==> config.mk <==
export PLATFORM = sky130hd
export DESIGN_NAME = two_wire_handshake_byte_link_core
export DESIGN_NICKNAME = d
export VERILOG_FILES = /design/src/twhbl_pkg.sv /design/src/twhbl_step.sv /design/src/two_wire_handshake_byte_link_core.sv
export SDC_FILE = /design/constraint.sdc
export NUM_CORES = 1
export LEC_CHECK = 0
export BUFFER_PORTS_ARGS = -buffer_cell sky130_fd_sc_hd__buf_2
export CELL_PAD_IN_SITES_DETAIL_PLACEMENT = 1
export CELL_PAD_IN_SITES_GLOBAL_PLACEMENT = 2
export CORE_ASPECT_RATIO = 1.1
export CORE_MARGIN = 4
export CORE_UTILIZATION = 33
export DETAILED_ROUTE_END_ITERATION = 7
export PLACE_DENSITY_LB_ADDON = 0.1
export SYNTH_ARGS = -nofsm -noshare
export SYNTH_HDL_FRONTEND = slang
export SYNTH_SLANG_ARGS = --single-unit
==> constraint.sdc <==
create_clock -name clk -period 4.6 [get_ports clk]
set_clock_uncertainty 0.2 [all_clocks]
set_input_delay 0.69 -clock clk [delete_from_list [all_inputs] [get_ports clk]]
set_output_delay 0.69 -clock clk [all_outputs]
set_load 0.005 [all_outputs]
==> src/twhbl_pkg.sv <==
package twhbl_pkg;

  localparam logic [1:0] LINE_MASK = 2'h3;
  localparam logic [7:0] TOP_BIT = 8'h80;
  localparam logic [15:0] TIMEOUT_RST = 16'd4096;

  localparam logic [1:0] KIND_TICK = 2'd0;
  localparam logic [1:0] KIND_SEND = 2'd1;
  localparam logic [1:0] KIND_RECV = 2'd2;

  localparam logic [1:0] ERR_NONE = 2'd0;
  localparam logic [1:0] ERR_TIMEOUT = 2'd1;
  localparam logic [1:0] ERR_LINK = 2'd2;
  localparam logic [1:0] ERR_BUSY = 2'd3;

  localparam logic [2:0] LAST_BIT = 3'd7;

  typedef enum logic [2:0] {
    MODE_IDLE = 3'b001,
    MODE_SEND = 3'b010,
    MODE_RECV = 3'b100
  } mode_t;

  typedef struct packed {
    logic [1:0] kind;
    logic [7:0] send_byte;
    logic [1:0] partner_pull;
  } in_t;

  typedef struct packed {
    logic [1:0] drive_out;
    logic       busy_res;
    logic       done_res;
    logic [1:0] error_code;
    logic [7:0] received_byte;
  } out_t;

  typedef struct packed {
    mode_t       mode;
    logic        phase;
    logic [2:0]  bit_index;
    logic [7:0]  shift_data;
    logic [15:0] wait_count;
    logic [1:0]  own_drive;
  } st_t;

endpackage

==> src/twhbl_step.sv <==
module twhbl_step (
  input  twhbl_pkg::st_t  st,
  input  twhbl_pkg::in_t  din,
  input  logic [15:0]     timeout_ticks,
  output twhbl_pkg::st_t  st_nxt,
  output twhbl_pkg::out_t res
);

  logic        busy;
  logic [1:0]  high;
  logic [15:0] wait_inc;
  logic        tmo;
  logic [1:0]  err;
  logic        done;
  logic [7:0]  rx;

  assign busy     = (st.mode == twhbl_pkg::MODE_SEND) || (st.mode == twhbl_pkg::MODE_RECV);
  assign high     = ~(st.own_drive | din.partner_pull) & twhbl_pkg::LINE_MASK;
  assign wait_inc = st.wait_count + 16'd1;
  assign tmo      = (wait_inc >= timeout_ticks) || (wait_inc == 16'd0);

  always_comb begin
    st_nxt = st;
    err    = twhbl_pkg::ERR_NONE;
    done   = 1'b0;
    rx     = 8'd0;
    if (din.kind == twhbl_pkg::KIND_SEND || din.kind == twhbl_pkg::KIND_RECV) begin
      if (busy) begin
        err = twhbl_pkg::ERR_BUSY;
      end else if (din.kind == twhbl_pkg::KIND_SEND) begin
        st_nxt.mode       = twhbl_pkg::MODE_SEND;
        st_nxt.phase      = 1'b0;
        st_nxt.bit_index  = 3'd0;
        st_nxt.wait_count = 16'd0;
        st_nxt.shift_data = din.send_byte;
        st_nxt.own_drive  = din.send_byte[0] ? 2'd2 : 2'd1;
      end else begin
        st_nxt.mode       = twhbl_pkg::MODE_RECV;
        st_nxt.phase      = 1'b0;
        st_nxt.bit_index  = 3'd0;
        st_nxt.wait_count = 16'd0;
        st_nxt.shift_data = 8'd0;
        st_nxt.own_drive  = 2'd0;
      end
    end else if (busy) begin
      unique case (st.mode)
        twhbl_pkg::MODE_SEND: begin
          if (!st.phase) begin
            if (high != 2'd0) begin
              st_nxt.wait_count = wait_inc;
              if (tmo) err = twhbl_pkg::ERR_TIMEOUT;
            end else begin
              st_nxt.own_drive  = 2'd0;
              st_nxt.phase      = 1'b1;
              st_nxt.wait_count = 16'd0;
            end
          end else begin
            if (high != twhbl_pkg::LINE_MASK) begin
              st_nxt.wait_count = wait_inc;
              if (tmo) err = twhbl_pkg::ERR_TIMEOUT;
            end else begin
              st_nxt.wait_count = 16'd0;
              st_nxt.shift_data = {1'b0, st.shift_data[7:1]};
              if (st.bit_index == twhbl_pkg::LAST_BIT) begin
                done             = 1'b1;
                st_nxt.mode      = twhbl_pkg::MODE_IDLE;
                st_nxt.phase     = 1'b0;
                st_nxt.bit_index = 3'd0;
                st_nxt.own_drive = 2'd0;
              end else begin
                st_nxt.bit_index = st.bit_index + 3'd1;
                st_nxt.phase     = 1'b0;
                st_nxt.own_drive = st.shift_data[1] ? 2'd2 : 2'd1;
              end
            end
          end
        end
        twhbl_pkg::MODE_RECV: begin
          if (!st.phase) begin
            if (high == twhbl_pkg::LINE_MASK) begin
              st_nxt.wait_count = wait_inc;
              if (tmo) err = twhbl_pkg::ERR_TIMEOUT;
            end else if (high == 2'd0) begin
              err = twhbl_pkg::ERR_LINK;
            end else begin
              st_nxt.own_drive  = high;
              st_nxt.shift_data = {1'b0, st.shift_data[7:1]} |
                                  ((high == 2'd1) ? twhbl_pkg::TOP_BIT : 8'd0);
              st_nxt.phase      = 1'b1;
              st_nxt.wait_count = 16'd0;
            end
          end else begin
            if (high == 2'd0) begin
              st_nxt.wait_count = wait_inc;
              if (tmo) err = twhbl_pkg::ERR_TIMEOUT;
            end else begin
              st_nxt.own_drive  = 2'd0;
              st_nxt.wait_count = 16'd0;
              if (st.bit_index == twhbl_pkg::LAST_BIT) begin
                done             = 1'b1;
                rx               = st.shift_data;
                st_nxt.mode      = twhbl_pkg::MODE_IDLE;
                st_nxt.phase     = 1'b0;
                st_nxt.bit_index = 3'd0;
              end else begin
                st_nxt.bit_index = st.bit_index + 3'd1;
                st_nxt.phase     = 1'b0;
              end
            end
          end
        end
        default: begin
        end
      endcase
      if (err != twhbl_pkg::ERR_NONE) begin
        st_nxt.mode       = twhbl_pkg::MODE_IDLE;
        st_nxt.phase      = 1'b0;
        st_nxt.bit_index  = 3'd0;
        st_nxt.wait_count = 16'd0;
        st_nxt.own_drive  = 2'd0;
      end
    end else begin
      st_nxt.mode       = twhbl_pkg::MODE_IDLE;
      st_nxt.phase      = 1'b0;
      st_nxt.bit_index  = 3'd0;
      st_nxt.wait_count = 16'd0;
      st_nxt.own_drive  = 2'd0;
    end
  end

  always_comb begin
    res.drive_out     = st_nxt.own_drive;
    res.busy_res      = (st_nxt.mode == twhbl_pkg::MODE_SEND) ||
                        (st_nxt.mode == twhbl_pkg::MODE_RECV);
    res.done_res      = done;
    res.error_code    = err;
    res.received_byte = rx;
  end

endmodule

==> src/two_wire_handshake_byte_link_core.sv <==
// Byte transceiver for a two-wire wired-AND handshake link. Each input beat is one sampling
// tick carrying the partner drive and an optional start-send or start-receive request; each
// tick yields exactly one result beat with the own drive, busy, done, error and received byte.
// Throughput is one beat per clock while results are accepted; a taken input goes to the input
// register, then through one pass of next-state logic into the result register, and stalls on
// the result side back up through the input register without losing beats. timeout_ticks is
// written through the cfg port and should only change while no transfer is running.
module two_wire_handshake_byte_link_core (
  input  logic            clk,
  input  logic            rst_n,
  input  logic            in_valid,
  output logic            in_ready,
  input  twhbl_pkg::in_t  in_data,
  output logic            out_valid,
  input  logic            out_ready,
  output twhbl_pkg::out_t out_data,
  input  logic            cfg_valid,
  output logic            cfg_ready,
  input  logic [15:0]     cfg_data
);

  twhbl_pkg::in_t  in_r;
  logic            in_vld_r;
  twhbl_pkg::st_t  st_r;
  twhbl_pkg::st_t  st_nxt;
  twhbl_pkg::out_t out_r;
  twhbl_pkg::out_t res_nxt;
  logic            out_vld_r;
  logic [15:0]     timeout_r;
  logic            advance;

  assign advance   = in_vld_r && (!out_vld_r || out_ready);
  assign in_ready  = !in_vld_r || advance;
  assign out_valid = out_vld_r;
  assign out_data  = out_r;
  assign cfg_ready = 1'b1;

  twhbl_step u_step (
    .st            (st_r),
    .din           (in_r),
    .timeout_ticks (timeout_r),
    .st_nxt        (st_nxt),
    .res           (res_nxt)
  );

  always_ff @(posedge clk) begin
    if (!rst_n) begin
      timeout_r <= twhbl_pkg::TIMEOUT_RST;
    end else if (cfg_valid && cfg_ready) begin
      timeout_r <= cfg_data;
    end
  end

  always_ff @(posedge clk) begin
    if (!rst_n) begin
      in_vld_r <= 1'b0;
    end else if (in_ready) begin
      in_vld_r <= in_valid;
    end
  end

  always_ff @(posedge clk) begin
    if (in_ready && in_valid) begin
      in_r <= in_data;
    end
  end

  always_ff @(posedge clk) begin
    if (!rst_n) begin
      st_r.mode       <= twhbl_pkg::MODE_IDLE;
      st_r.phase      <= 1'b0;
      st_r.bit_index  <= 3'd0;
      st_r.shift_data <= 8'd0;
      st_r.wait_count <= 16'd0;
      st_r.own_drive  <= 2'd0;
    end else if (advance) begin
      st_r <= st_nxt;
    end
  end

  always_ff @(posedge clk) begin
    if (!rst_n) begin
      out_vld_r <= 1'b0;
    end else if (advance) begin
      out_vld_r <= 1'b1;
    end else if (out_ready) begin
      out_vld_r <= 1'b0;
    end
  end

  always_ff @(posedge clk) begin
    if (advance) begin
      out_r <= res_nxt;
    end
  end

  a_done_no_err: assert property (@(posedge clk) disable iff (!rst_n)
    out_vld_r && out_r.done_res |-> out_r.error_code == twhbl_pkg::ERR_NONE)
    else $error("done and error in the same beat");

  a_idle_released: assert property (@(posedge clk) disable iff (!rst_n)
    out_vld_r && !out_r.busy_res |-> out_r.drive_out == 2'd0)
    else $error("lines driven while not busy");

  a_rx_only_done: assert property (@(posedge clk) disable iff (!rst_n)
    out_vld_r && out_r.received_byte != 8'd0 |-> out_r.done_res)
    else $error("received byte without done");

  a_idle_clear: assert property (@(posedge clk) disable iff (!rst_n)
    st_r.mode == twhbl_pkg::MODE_IDLE |-> st_r.wait_count == 16'd0 && st_r.own_drive == 2'd0)
    else $error("idle state not cleared");

  a_advance_loads: assert property (@(posedge clk) disable iff (!rst_n)
    advance |=> out_vld_r)
    else $error("result beat lost");

endmodule
==> impl_metrics.yaml <==
status:
  outcome: "complete, no violations"
synthesis:
  yosys.area.top_type: "dfxtp_1"
  synth_area_per_cell_sq_um: 9.50
  postSynth.asyncResetShare_pct: 0
  synth_area_leaders: "dfxtp_1 24%, edfxtp_1 18%, ha_1 7.3%, nor2b_1 4.5%, mux2i_1 4.2%"
  synth_edf_count: 26
  synthFlopType: "dfxtp_1"
  yosysTopAreaCellShare_pct: 23.7
  yosysUniqueCellTypes: 56
  synthCells: 453
  ys_seq_elements: 77
  syn-num-nets: 511
  syn_area_sq_mm: 0.00431
  yosysWarnings: 0
  synth_seq_area_share_pct: 41.8
floorplanning:
  core_sq_mm: 0.0127
  rows: 43
  chipHeight_um: 128
  start_util_pct: 33.9
  die-area_sq_mm: 0.0149
  die_x_um: 117
  ios: 50
clocking:
  clockBufferDepth: 2
  worstSkewPairLatency_ns: 0.34
  cts.clk_slew.worst_paths_ns: 0.07
  cts_sinks: 77
  cts_hold_buf: 0
  tritoncts: "built"
  cts_resized: 0
  cts_root_buf: "clkbuf_16"
  htreeDepth: 3
  numCtsBuffers: 9
  postCtsSetupBuffers: 0
worst_setup_path:
  crit_path_max_fanout: 14
  slowest_stage: "and3_1"
  start_kind: "flip-flop"
  cp_cell_sequence: "ha_1, nand3_1, or3_1, xnor2_1, ha_1, a21oi_1, nor2_1, a2111oi_0, a31o_2, o311a_4, and3_1, buf_4, a22oi_2, nor2b_1"
  end_kind: "flip-flop"
  cpPeakStageDelay_ns: 0.56
  arrival_ns: 4.23
  path_class: "flip-flop to flip-flop"
  required_ns: 4.68
  crit_top_cell: "ha_1"
cells_and_area:
  final_common_cell: "dfxtp_1"
  final_nets: 548
  drive_gt1_share_pct: 18.8
  layout_common_cells: "51 x dfxtp_1, 48 x buf_2, 43 x nand2_1"
  antennaDiodeCount: 0
  final_cells: 652
  stdcell_area_sq_mm: 0.00497
  syn2layout_area_growth_pct: 15.3
detailed_routing:
  ant_nets: 0
  initialDrtViolationCount: 155
  drc: 0
  wl_um: 11100
  drt-vias-per-instance: 5.16
  num_vias: 3364
  wl_per_cell_um: 17.0
  first_pass_iters: 4
sta:
  fin_crit_sh_pct: 90.1
  final_max_slew_viol_count: 0
  fin_tns_setup_ns: 0
  setup_viol: 0
  setup_ws_ns: 0.456
  tightest_slew_ns: 0.848
  max_freq_mhz: 241
  rsz0062_at_grt: "no"
  relSlewSlack_pct: 43.4
  finalCriticalPeriod_ns: 4.14
  hold_viol: 0
pwr:
  power.density_mw_per_mm2: 339
  ir_drop_mv: 0.169
  leakage_uw: 0.00207
  p_total_uw: 1680
global_routing:
  overflow: 0
  grt_pass1_wl_um: 18200
  grtUsageTotal_pct: 15.8
  grt_antenna_before_repair: 0
  first_global_vias: 3537
  grt_max_degree: 44
placed_design:
  pre_cts_slack_ns: 0.387
  dpl_cell_area_sq_mm: 0.00464
  gp_congestion: 0.760
  port_buffers: 48
  dpl.cell_count: 636
  hpwl_um: 8060
run:
  max-cap-violations: 0
hold_path:
  worstHoldPathType: "flip-flop to flip-flop"
## through the flow
stage	util [%]	hold WS, ns
after floorplan	-	0.261
after global placement	36.5	0.277
after detailed placement	36.5	0.283
after CTS	39.1	0.298
after global routing	39.1	0.303
final	39.1	0.294
## critical path: cells and delay by family, from the launching register on
family / cells / cell delay [ns]
XOR/XNOR: 1 / 0.16
flip-flops: 1 / 0.47
adder cells (fa/ha/maj): 2 / 0.53
AND/OR/NAND/NOR: 5 / 1.53
buffers and inverters: 1 / 0.22
AO/OA/AOI/OAI: 5 / 0.97
## flip-flops by register name (all words and copies together) (netlist names)
name	count
in_r	12
in_vld_r	1
out_data	14
out_valid	1
st_r	33
timeout_r	16
## final cells by class
cell class                 instances  area, sq um
fill                            1488         7730
sequential                        77         1800
clock inverter                     7          105
inverter                          24         90.1
timing repair buffer              55          293
clock buffer                       9          225
tap                              157          196
multi-input combinational        323         2250
## Yosys cell counts, drive strengths merged (4+ instances only)
| cell | n |
|---|---|
| xor2 | 6 |
| a31o | 6 |
| or2 | 6 |
| nand4 | 6 |
| inv | 24 |
| nor3 | 11 |
| nor2 | 15 |
| nand2b | 4 |
| o21a | 4 |
| nand3 | 14 |
| dfxtp | 51 |
| o211ai | 6 |
| o21ai | 18 |
| o211a | 9 |
| edfxtp | 26 |
| nor2b | 31 |
| mux2i | 18 |
| ha | 25 |
| buf | 12 |
| and2 | 17 |
| clkbuf | 17 |
| xnor2 | 8 |
| a22oi | 19 |
| nand2 | 43 |
| and3 | 5 |
| a21oi | 12 |
| or3 | 4 |
| nor4 | 4 |
## cells by family after synthesis
logic type	share of synthesized area, %
adder cells (fa/ha/maj)	7.27
buffers and inverters	5.78
AO/OA/AOI/OAI	17.6
XOR/XNOR	2.85
multiplexers	4.18
flip-flops	41.8
AND/OR/NAND/NOR	20.4
other	0.0871
## layer usage
layer  vias up  GRT usage, %  wire length [um]
met2        41          28.9              5940
met4         0          5.53               204
met1      1615          17.8              4600
li1       1693             -                 -
met5         -             0                 0
met3        15          3.21               323
## path summary, 6_finish.rpt
kind | start | endpoint | slack, ns | cells past startpoint
worst min register to register | st_r[18]$_SDFFE_PN0P_ | st_r[18]$_SDFFE_PN0P_ | 0.29 | 1
worst max-delay path | st_r[2]$_SDFFE_PN0P_ | st_r[12]$_SDFFE_PN0P_ | 0.46 | 14
worst min-delay path | st_r[18]$_SDFFE_PN0P_ | st_r[18]$_SDFFE_PN0P_ | 0.29 | 1
worst max register to register | st_r[2]$_SDFFE_PN0P_ | st_r[12]$_SDFFE_PN0P_ | 0.46 | 14
## where the power goes
part	internal, uW	total (uW)	switching, uW
sequential	733	750	17.0
clock	485	800	315
combinational	56.7	134	76.8
total	1270	1680	409
Power figures use the tool's default switching activity.
